**src/rtl/core/cmmt_pkg.sv**
```systemverilog
package cmmt_pkg;

   localparam int TABLE_DEPTH_DEFAULT = 32;

   localparam int ID_W      = 29;
   localparam int PAYLOAD_W = 64;
   localparam int LEN_W     = 4;
   localparam int TIME_W    = 32;

   localparam logic MODE_STORE  = 1'b0;
   localparam logic MODE_LOOKUP = 1'b1;

   // front-to-back queue
   localparam int QUEUE_DEPTH = 2;
   localparam int QPTR_W      = 1;
   localparam int QCNT_W      = 2;

   typedef struct packed {
      logic                 mode;
      logic [ID_W-1:0]      can_id;
      logic [PAYLOAD_W-1:0] payload;
      logic [LEN_W-1:0]     payload_length;
      logic [TIME_W-1:0]    receive_time;
   } cmmt_req_type;

   typedef struct packed {
      logic                 success;
      logic [ID_W-1:0]      found_id;
      logic [PAYLOAD_W-1:0] found_payload;
      logic [LEN_W-1:0]     found_length;
      logic [TIME_W-1:0]    found_time;
   } cmmt_rsp_type;

   typedef struct packed {
      logic [ID_W-1:0]      entry_id;
      logic [PAYLOAD_W-1:0] entry_payload;
      logic [LEN_W-1:0]     entry_length;
      logic [TIME_W-1:0]    entry_time;
   } cmmt_entry_type;

   typedef struct packed {
      logic           lookup;
      cmmt_entry_type entry;
   } cmmt_item_type;

   function automatic int idx_width(input int depth);
      return (depth > 1) ? $clog2(depth) : 1;
   endfunction

endpackage

```
**src/rtl/core/cmmt_front.sv**
```systemverilog
module cmmt_front (
   input  logic                   clock,
   input  logic                   reset,
   input  logic                   req_valid,
   output logic                   req_ready,
   input  cmmt_pkg::cmmt_req_type req_payload,
   output logic                   item_valid,
   input  logic                   item_ready,
   output cmmt_pkg::cmmt_item_type item
);
   import cmmt_pkg::*;

   cmmt_item_type     queue_ff [QUEUE_DEPTH];
   logic [QPTR_W-1:0] wr_ptr_ff, wr_ptr_in;
   logic [QPTR_W-1:0] rd_ptr_ff, rd_ptr_in;
   logic [QCNT_W-1:0] cnt_ff, cnt_in;
   cmmt_item_type     new_item;
   logic              push, pop;

   always_comb begin
      new_item.lookup              = (req_payload.mode == MODE_LOOKUP);
      new_item.entry.entry_id      = req_payload.can_id;
      new_item.entry.entry_payload = req_payload.payload;
      new_item.entry.entry_length  = req_payload.payload_length;
      new_item.entry.entry_time    = req_payload.receive_time;
   end

   assign req_ready  = (cnt_ff != QCNT_W'(QUEUE_DEPTH));
   assign item_valid = (cnt_ff != '0);
   assign item       = queue_ff[rd_ptr_ff];
   assign push       = req_valid && req_ready;
   assign pop        = item_valid && item_ready;

   always_comb begin
      wr_ptr_in = push ? wr_ptr_ff + 1'b1 : wr_ptr_ff;
      rd_ptr_in = pop ? rd_ptr_ff + 1'b1 : rd_ptr_ff;
      cnt_in    = cnt_ff;
      if (push && !pop) begin
         cnt_in = cnt_ff + 1'b1;
      end else if (pop && !push) begin
         cnt_in = cnt_ff - 1'b1;
      end
   end

   always_ff @(posedge clock) begin
      if (reset) begin
         wr_ptr_ff <= '0;
         rd_ptr_ff <= '0;
         cnt_ff    <= '0;
      end else begin
         wr_ptr_ff <= wr_ptr_in;
         rd_ptr_ff <= rd_ptr_in;
         cnt_ff    <= cnt_in;
      end
   end

   always_ff @(posedge clock) begin
      if (push) begin
         queue_ff[wr_ptr_ff] <= new_item;
      end
   end

endmodule

```
**src/rtl/core/cmmt_engine.sv**
```systemverilog
module cmmt_engine #(
   parameter int TABLE_DEPTH = cmmt_pkg::TABLE_DEPTH_DEFAULT
) (
   input  logic                    clock,
   input  logic                    reset,
   input  logic                    item_valid,
   output logic                    item_ready,
   input  cmmt_pkg::cmmt_item_type item,
   output logic                    rsp_valid,
   input  logic                    rsp_ready,
   output cmmt_pkg::cmmt_rsp_type  rsp_payload
);
   import cmmt_pkg::*;

   localparam int IDX_W = idx_width(TABLE_DEPTH);
   localparam int CNT_W = $clog2(TABLE_DEPTH + 1);

   localparam logic [1:0] ST_IDLE = 2'd0;
   localparam logic [1:0] ST_SCAN = 2'd1;
   localparam logic [1:0] ST_WAIT = 2'd2;

   cmmt_entry_type    mem [TABLE_DEPTH];

   logic [1:0]       state_ff, state_in;
   cmmt_item_type    cur_ff, cur_in;
   logic [CNT_W-1:0] rd_addr_ff, rd_addr_in;
   logic [CNT_W-1:0] cnt_ff, cnt_in;
   logic             chk_valid_ff, chk_valid_in;
   logic [IDX_W-1:0] chk_addr_ff, chk_addr_in;
   cmmt_entry_type   rdata_ff;
   cmmt_rsp_type     res_ff, res_in;
   logic             rsp_valid_ff, rsp_valid_in;
   cmmt_rsp_type     rsp_ff, rsp_in;

   logic             hit, miss, full, rd_issue, mem_we, out_free;
   logic [IDX_W-1:0] waddr;

   assign item_ready  = (state_ff == ST_IDLE);
   assign rsp_valid   = rsp_valid_ff;
   assign rsp_payload = rsp_ff;

   // entries fill as a prefix; a scan ends at the fill count
   assign hit      = (state_ff == ST_SCAN) && chk_valid_ff &&
                     (rdata_ff.entry_id == cur_ff.entry.entry_id);
   assign miss     = (state_ff == ST_SCAN) && !hit && (rd_addr_ff == cnt_ff);
   assign full     = (cnt_ff == CNT_W'(TABLE_DEPTH));
   assign rd_issue = (state_ff == ST_SCAN) && !hit && (rd_addr_ff < cnt_ff);
   assign mem_we   = !cur_ff.lookup && (hit || (miss && !full));
   assign waddr    = hit ? chk_addr_ff : cnt_ff[IDX_W-1:0];
   assign out_free = !rsp_valid_ff || rsp_ready;

   always_comb begin
      state_in     = state_ff;
      cur_in       = cur_ff;
      rd_addr_in   = rd_addr_ff;
      cnt_in       = cnt_ff;
      chk_valid_in = rd_issue;
      chk_addr_in  = rd_addr_ff[IDX_W-1:0];
      res_in       = res_ff;
      rsp_valid_in = rsp_valid_ff && !rsp_ready;
      rsp_in       = rsp_ff;
      unique case (state_ff)
         ST_IDLE: begin
            if (item_valid) begin
               cur_in     = item;
               rd_addr_in = '0;
               state_in   = ST_SCAN;
            end
         end
         ST_SCAN: begin
            if (rd_issue) begin
               rd_addr_in = rd_addr_ff + 1'b1;
            end
            if (hit || miss) begin
               res_in = '0;
               if (cur_ff.lookup) begin
                  res_in.success = hit;
                  if (hit) begin
                     res_in.found_id      = rdata_ff.entry_id;
                     res_in.found_payload = rdata_ff.entry_payload;
                     res_in.found_length  = rdata_ff.entry_length;
                     res_in.found_time    = rdata_ff.entry_time;
                  end
               end else begin
                  res_in.success = hit || !full;
               end
               if (miss && !full && !cur_ff.lookup) begin
                  cnt_in = cnt_ff + 1'b1;
               end
               state_in = ST_WAIT;
            end
         end
         ST_WAIT: begin
            if (out_free) begin
               rsp_valid_in = 1'b1;
               rsp_in       = res_ff;
               state_in     = ST_IDLE;
            end
         end
         default: begin
            state_in = ST_IDLE;
         end
      endcase
   end

   always_ff @(posedge clock) begin
      if (reset) begin
         state_ff     <= ST_IDLE;
         rd_addr_ff   <= '0;
         cnt_ff       <= '0;
         chk_valid_ff <= 1'b0;
         rsp_valid_ff <= 1'b0;
      end else begin
         state_ff     <= state_in;
         rd_addr_ff   <= rd_addr_in;
         cnt_ff       <= cnt_in;
         chk_valid_ff <= chk_valid_in;
         rsp_valid_ff <= rsp_valid_in;
      end
   end

   always_ff @(posedge clock) begin
      cur_ff      <= cur_in;
      chk_addr_ff <= chk_addr_in;
      res_ff      <= res_in;
      rsp_ff      <= rsp_in;
   end

   always_ff @(posedge clock) begin
      if (rd_issue) begin
         rdata_ff <= mem[rd_addr_ff[IDX_W-1:0]];
      end
      if (mem_we) begin
         mem[waddr] <= cur_ff.entry;
      end
   end

   a_cnt_bound: assert property (@(posedge clock) disable iff (reset)
      cnt_ff <= CNT_W'(TABLE_DEPTH))
      else $error("fill count above table depth");

   a_cnt_step: assert property (@(posedge clock) disable iff (reset)
      (cnt_ff != $past(cnt_ff)) |->
         ($past(state_ff) == ST_SCAN) && !$past(cur_ff.lookup) &&
         (cnt_ff == CNT_W'($past(cnt_ff) + 1'b1)))
      else $error("fill count changed outside a store miss");

   a_rsp_from_wait: assert property (@(posedge clock) disable iff (reset)
      $rose(rsp_valid_ff) |-> ($past(state_ff) == ST_WAIT))
      else $error("response loaded without a finished scan");

   a_scan_ends: assert property (@(posedge clock) disable iff (reset)
      (state_ff == ST_SCAN) && !rd_issue |-> (hit || miss))
      else $error("scan stalled with no decision");

endmodule

```
**src/rtl/core/can_message_mailbox_table.sv**
```systemverilog
// Last-value CAN receive table. A store transaction (mode 0) overwrites the
// entry holding the same identifier or appends a new one, and reports
// success 0 when the identifier is new and all TABLE_DEPTH entries are
// taken; a lookup transaction (mode 1) returns the stored frame with
// success 1, or all zeros on a miss. Each transaction is scanned through
// the single-port entry memory at one entry per clock, stopping at the
// first match or at the fill count; the engine takes no new transaction
// until its result has moved into the output register. A two-entry queue
// in front takes new requests while a scan runs, and the output register
// holds a result until it is taken. Entries are tracked by a fill count,
// so no clearing pass follows reset.
module can_message_mailbox_table #(
   parameter int TABLE_DEPTH = cmmt_pkg::TABLE_DEPTH_DEFAULT
) (
   input  logic                   clock,
   input  logic                   reset,
   input  logic                   req_valid,
   output logic                   req_ready,
   input  cmmt_pkg::cmmt_req_type req_payload,
   output logic                   rsp_valid,
   input  logic                   rsp_ready,
   output cmmt_pkg::cmmt_rsp_type rsp_payload
);
   import cmmt_pkg::*;

   logic          item_valid;
   logic          item_ready;
   cmmt_item_type item;

   cmmt_front u_front (
      .clock       (clock),
      .reset       (reset),
      .req_valid   (req_valid),
      .req_ready   (req_ready),
      .req_payload (req_payload),
      .item_valid  (item_valid),
      .item_ready  (item_ready),
      .item        (item)
   );

   cmmt_engine #(
      .TABLE_DEPTH (TABLE_DEPTH)
   ) u_engine (
      .clock       (clock),
      .reset       (reset),
      .item_valid  (item_valid),
      .item_ready  (item_ready),
      .item        (item),
      .rsp_valid   (rsp_valid),
      .rsp_ready   (rsp_ready),
      .rsp_payload (rsp_payload)
   );

endmodule
```
**config.mk**
```make
export PLATFORM = sky130hd
export DESIGN_NAME = can_message_mailbox_table
export DESIGN_NICKNAME = d
export VERILOG_FILES = /design/src/rtl/core/cmmt_pkg.sv /design/src/rtl/core/cmmt_front.sv /design/src/rtl/core/cmmt_engine.sv /design/src/rtl/core/can_message_mailbox_table.sv
export SDC_FILE = /design/constraint.sdc
export NUM_CORES = 2
export LEC_CHECK = 0
export BUFFER_PORTS_ARGS = -buffer_cell sky130_fd_sc_hd__buf_2
export CORE_MARGIN = 5
export CORE_UTILIZATION = 30
export CTS_CLUSTER_DIAMETER = 80
export DETAILED_ROUTE_END_ITERATION = 12
export PLACE_DENSITY = 0.54
export SLEW_MARGIN = 0
export SYNTH_ARGS = -nofsm -noshare
export SYNTH_HDL_FRONTEND = slang
export SYNTH_MEMORY_MAX_BITS = 65536
export SYNTH_SLANG_ARGS = --single-unit
```
**constraint.sdc**
```tcl
create_clock -name clock -period 17.73 [get_ports clock]
set_input_delay 2.6595 -clock clock [delete_from_list [all_inputs] [get_ports clock]]
set_output_delay 2.6595 -clock clock [all_outputs]
set_load 0.01 [all_outputs]
```
---- Word-level counts from Yosys, hierarchy flattened ----
Memories as Yosys holds them, arrays and structs flattened. A register that Yosys moved wholly into a read port is not among the register bits.
Index checks and enable logic that the tools add are counted.
storage, ports and cells
  bits in registers ....................... 285
  memory bits (writable) .................. 4,388
  input bits .............................. 134
  output and inout port bits .............. 132
  logic and storage cells ................. 90
  memories ................................ 2
cells by class
  $add $sub $neg .......................... 6
  $lt $le $gt $ge ......................... 1
  equal/unequal tests ..................... 10
  multiplexer cells ....................... 17
  reductions and logical operators ........ 35
memories
  name              words  bits a word  rd ports  clocked after Yosys merged registers in  write ports  line               source
  u_engine.mem      32     129          1         1                                        1            cmmt_engine.sv:22  cmmt_entry_type mem [TABLE_DEPTH];
  u_front.queue_ff  2      130          1         1                                        1            cmmt_front.sv:13   cmmt_item_type queue_ff [QUEUE_DEPTH];
operator list
  cell                                                                     number
  29-bit == test                                                           1
  1-bit logical AND                                                        13
  6-bit by 1-bit adder with 6-bit output, second input constant            2
  6-bit two-way mux                                                        2
  6-bit case mux with 2 select lines                                       1
  2-bit two-way mux                                                        5
  3-bit AND reduction                                                      3
  2-bit AND reduction                                                      4
  1-bit zero test                                                          7
  1-bit two-way mux                                                        7
  6-bit == test                                                            1
  6-bit == test, second input constant                                     1
  6-bit less-than comparator                                               1
  2-bit by 1-bit inequality test with 1-bit output, second input constant  3
  2-bit case mux with 3 select lines                                       1
  2-bit nonzero test                                                       3
  5-bit two-way mux                                                        1
  1-bit logical OR                                                         4
  2-bit inequality test, second input constant                             2
  1-bit adder, second input constant                                       2
  2-bit by 1-bit adder with 2-bit output, second input constant            1
  2-bit by 1-bit == test with 1-bit output, second input constant          1
  2-bit == test, second input constant                                     1
  2-bit zero test                                                          1
  2-bit by 1-bit subtractor with 2-bit output, second input constant       1

---- Longest topological paths before layout ----
  depth in word-level cells ............... 11
  mapped depth ............................ 12
  depth with buffers taken out ............ 8

---- Hierarchy ----
Synthesis repeated with hierarchy kept, for this count alone.
unflattened totals
  cells, all modules ...................... 7,222
  area total of the unflattened synthesis .. 183,946.4 um^2
by module, submodules not included
  module       instances  cells each  area each (um^2)  sequential area each (um^2)
  cmmt_engine  1          6,794       174,317.2         139,964.2
  cmmt_front   1          428         9,629.2           7,907.6

---- Worst setup path after synthesis ----
OpenSTA, ideal clock, no wires.
  path type ............................... reg2reg
  from .................................... register u_engine.cur_ff[108] (netlist name)
  to ...................................... memory u_engine.mem[21][0] (netlist name) (enable)
  setup time .............................. 934 ps
  data arrival time ....................... 14,594 ps
  required time ........................... 16,796 ps
  path slack .............................. 2,203 ps
  stages on the path, launching flop included .. 9
  buffers on the path ..................... 2
  clock period less this slack ............ 15,527 ps
  cells stage by stage .................... edfxtp_1 > xor2_1 > nor4_1 > and4_1 > clkbuf_1 > and2_1 > buf_2 > mux2_2 > nor4_1
on the way
  longest elaborated chain between the ends .. 10
  elaborated cells between the ends (all ways) .. 11
  those cells by class .................... eq/ne (1); mux (3); reduce/logical (7)
ends and longest elaborated chain
  what                                     line                source
  from (decl)                              cmmt_engine.sv:25   cmmt_item_type cur_ff, cur_in;
  from (signal assigned)                   cmmt_engine.sv:123  cur_ff <= cur_in;
  29-bit == test (*)                       cmmt_engine.sv:44   (rdata_ff.entry_id == cur_ff.entry.entry_id);
  1-bit logical AND (*)                    cmmt_engine.sv:43   assign hit = (state_ff == ST_SCAN) && chk_valid_ff &&
  1-bit zero test                          cmmt_engine.sv:45   assign miss = (state_ff == ST_SCAN) && !hit && (rd_addr_ff == cnt_ff);
  1-bit logical AND (2 in series)          cmmt_engine.sv:45
  1-bit logical AND                        cmmt_engine.sv:48   assign mem_we = !cur_ff.lookup && (hit || (miss && !full));
  1-bit logical OR                         cmmt_engine.sv:48
  1-bit logical AND                        cmmt_engine.sv:48
  1-bit two-way mux                        cmmt_engine.sv:133  if (mem_we) begin
  1-bit two-way mux (not written as such)  cmmt_engine.sv:134  mem[waddr] <= cur_ff.entry;
  to (decl)                                cmmt_engine.sv:22
Every way passes the cells marked *; elsewhere a longest branch is shown, timed or not.

---- Worst setup path in the final report ----
  from .................................... register u_engine.cur_ff[103] (netlist name)
  to ...................................... memory u_engine.mem[26][37] (netlist name) (enable)
Same word-level chain as after synthesis.

==> impl_metrics.yaml <==
setup_path:
  arrival_ns: 8.27
  worst_path_most_repeated_cell: "buf_4"
  critical_path_class: "reg -> reg"
  critPathMaxFanout: 93
  required_ns: 18.33
  cpPeakStageDelay_ns: 1.11
  path_cells: "xor2_1 > nor4_1 > nand4_1 > nor2_4 > buf_12 > a21boi_1 > nor3_2 > buf_4 > buf_4 > buf_4"
  cp_slowest_cell: "nor2_4"
  crit_start: "u_engine.cur_ff[103]"
  r2r_start: "u_engine.cur_ff[103]"
  startpoint_type: "flip-flop"
  endpoint_kind: "flip-flop"
synthesis:
  synth_enable_flop_cells: 4907
  syn_area_um2: 184000
  synth_fa_ha_area_share_pct: 0.0681
  synthMuxAreaShare_pct: 17.4
  yosys_warnings: 0
  netlist_instances: 7189
  ys_seq_area_share_pct: 80.5
  postSynthAreaPerCell_um2: 25.5
  yosys.area_share.simple_pct: 0.783
  synth_xor_area_share_pct: 0.167
  synth_fp_nets: 7333
  synth-compound-area-share_pct: 0.161
  synth_seq_cells: 4932
  netlist-cell-type-count: 48
  async_flop_share_pct: 0
  synth_ff_type: "edfxtp_1"
  synth_top_family_by_area: "multiplexers"
sta:
  hold_violations: 0
  tightest_slew_ns: 1.38
  timing.final.crit_period_ns: 7.67
  max_slew_margin_pct: 7.87
  rsz0062_at_grt: "no"
  slew_viol_final: 0
  finalCritPeriodShare_pct: 43.2
  max_freq_mhz: 130
  tns_ns: 0
  setup_viol: 0
  final.setup_skew_ns: 0.0874
  whs_ns: 0.377
clock_network:
  clk_path_buf_depth: 4
  numCtsBuffers: 531
  cts_setup_buffers: 0
  ctsResizeCount: 0
  cts_tree: "done"
  clk_pin_slew_ns: 0.06
  clock_latency_ns: 1.05
  holdBufCountCts: 0
  clkSinkCount: 4932
  cts_max_level: 6
  clockRootBuffer: "clkbuf_16"
layout:
  finalInstanceArea_um2: 213000
  final_net_count: 7991
  drive_gt1_share_pct: 34.0
  final_cell_mix: "4907 x edfxtp_1, 1290 x mux4_2, 544 x clkbuf_16, 265 x buf_2, 261 x mux2_2"
  mostFrequentLayoutCell: "edfxtp_1"
  n_fill_cell: 55561
  seqCellArea_um2: 148000
  area_growth_pct: 15.8
  layout.cells.non_filler: 16359
  multiInputGateArea_um2: 34400
  final_core_utilization_pct: 34.8
power_and_ir_drop:
  power_switching_w: 0.00689
  p_comb_share_pct: 5.3
  ir_worst_vdd_v: 0.000114
  seqPwrFrac_pct: 56.7
  p_leak_nw: 63.6
  p_int_w: 0.0216
  swShare_pct: 24.2
  cellPowerDensity_nw_per_um2: 134
  clockPowerShare_pct: 38.0
flow_run:
  max-cap-violations: 0
global_routing:
  grt_pass1_vias: 85521
  grt_pass1_wl_um: 689000
  grt_max_degree: 143
  antenna_found_initial: 61
  track_usage_pct: 15.4
  grt-ovfl-total: 0
placement:
  portBuffers: 265
  dp_hpwl_um: 253000
  place_inst: 15406
  placed_area_um2: 196000
  place_congestion: 0.757
routing:
  vias: 82095
  drt_iter0_drc: 9185
  drcViolationCount: 0
  ant_nets: 0
  firstDrtPassIters: 5
  wl_per_cell_um: 30.2
  routed_via_density: 5.02
  wl_um: 494000
floorplanning:
  fp-row-count: 287
  die_w_um: 792
  die-area_um2: 628000
  core-area_um2: 610000
  start_util_pct: 30.1
  die_h_um: 792
  io-pin-count: 266
worst_hold_path:
  holdCritPathClass: "reg -> reg"
  hp-start: "u_engine.res_ff[30]"
outcome:
  status: "complete, no violations"
-- state kept, by name, indices dropped and copies added, names as in the netlist --
signal / count
u_engine.cnt_ff: 6
u_engine.state_ff: 2
u_engine.res_ff: 130
u_front.wr_ptr_ff: 1
u_engine.cur_ff: 130
u_front.rd_ptr_ff: 1
u_engine.chk_addr_ff: 5
u_engine.mem: 4128
u_engine.rsp_valid: 1
u_front.cnt_ff: 2
u_engine.chk_valid_ff: 1
u_engine.rsp_payload: 130
u_front.queue_ff: 260
u_engine.rdata_ff: 129
u_engine.rd_addr_ff: 6
-- metrics by stage --
| step | worst slack, ns | power (W) |
|---|---|---|
| 3_3_place_gp | 10.09 | 0.0178 |
| 3_5_place_dp | 10.18 | 0.0180 |
| 2_1_floorplan | 2.20 | 0.0166 |
| 4_1_cts | 10.07 | 0.0288 |
| 6_report | 10.06 | 0.0285 |
| 5_1_grt | 9.94 | 0.0295 |
-- cells by family after synthesis --
| group | Yosys count |
|---|---|
| AO/OA/AOI/OAI | 45 |
| XOR/XNOR | 35 |
| adder cells (fa/ha/maj) | 10 |
| buffers and inverters | 368 |
| flip-flops | 4932 |
| multiplexers | 1555 |
| AND/OR/NAND/NOR | 244 |
-- power by group through the flow --
stage	registers [W]	clock network [W]	logic, W
detailed placement	0.0164	0	0.00158
floorplan	0.0159	0	0.000756
global route	0.0163	0.0116	0.00163
finish	0.0161	0.0108	0.00152
global placement	0.0162	0	0.00157
CTS	0.0161	0.0111	0.00159
-- critical path: cells and delay by family, from the launching register on --
kind | cells | cell delay, ns
and+or+nand+nor | 4 | 2.57
AOI/OAI and AO/OA | 1 | 0.52
DFF | 1 | 1.10
xor gates and xnor gates | 1 | 0.32
buffers and inverters | 4 | 2.38
-- synth_stat cells (all sizes together), types with 4 or more instances --
master / n / share of area (%)
inv: 14 / 0.029
and3: 131 / 0.45
o211ai: 6 / 0.025
dfxtp: 25 / 0.27
or4: 6 / 0.025
xor2: 32 / 0.15
nand3: 12 / 0.033
nand2: 7 / 0.014
buf: 140 / 0.39
or3: 6 / 0.020
mux4: 1290 / 16
nor3: 33 / 0.090
nor4: 15 / 0.051
clkbuf: 214 / 0.44
nor2: 15 / 0.032
ha: 10 / 0.068
nand2b: 5 / 0.017
edfxtp: 4907 / 80
a21oi: 11 / 0.030
o21ai: 9 / 0.025
mux2: 261 / 1.6
mux2i: 4 / 0.022
-- cell type report --
type                       instances  area share, %
antenna                           10         0.0118
clock buffer                     647           6.59
clock inverter                   296           1.38
inverter                          14         0.0318
multi-input combinational       1889           16.2
sequential                      4932           69.5
tap                             8092           4.76
timing repair buffer             479           1.54
-- worst paths after layout --
check / to / slack [ns] / depth (start not counted)
worst max-delay path: u_engine.mem[26][37] / 10.06 / 10
worst min-delay path: u_engine.rsp_payload[30] / 0.38 / 0
worst max register to register: u_engine.mem[26][37] / 10.06 / 10
worst min register to register: u_engine.rsp_payload[30] / 0.38 / 0
-- layer usage --
layer,vias up,global-route usage [%],share of wire [%]
li1,32578,-,-
met3,759,2.46,6.5
met2,3213,25.3,49
met5,-,0,0.033
met1,45521,21.4,42
met4,24,3.69,2.5
No activity file was read; power rests on OpenSTA's default activity.
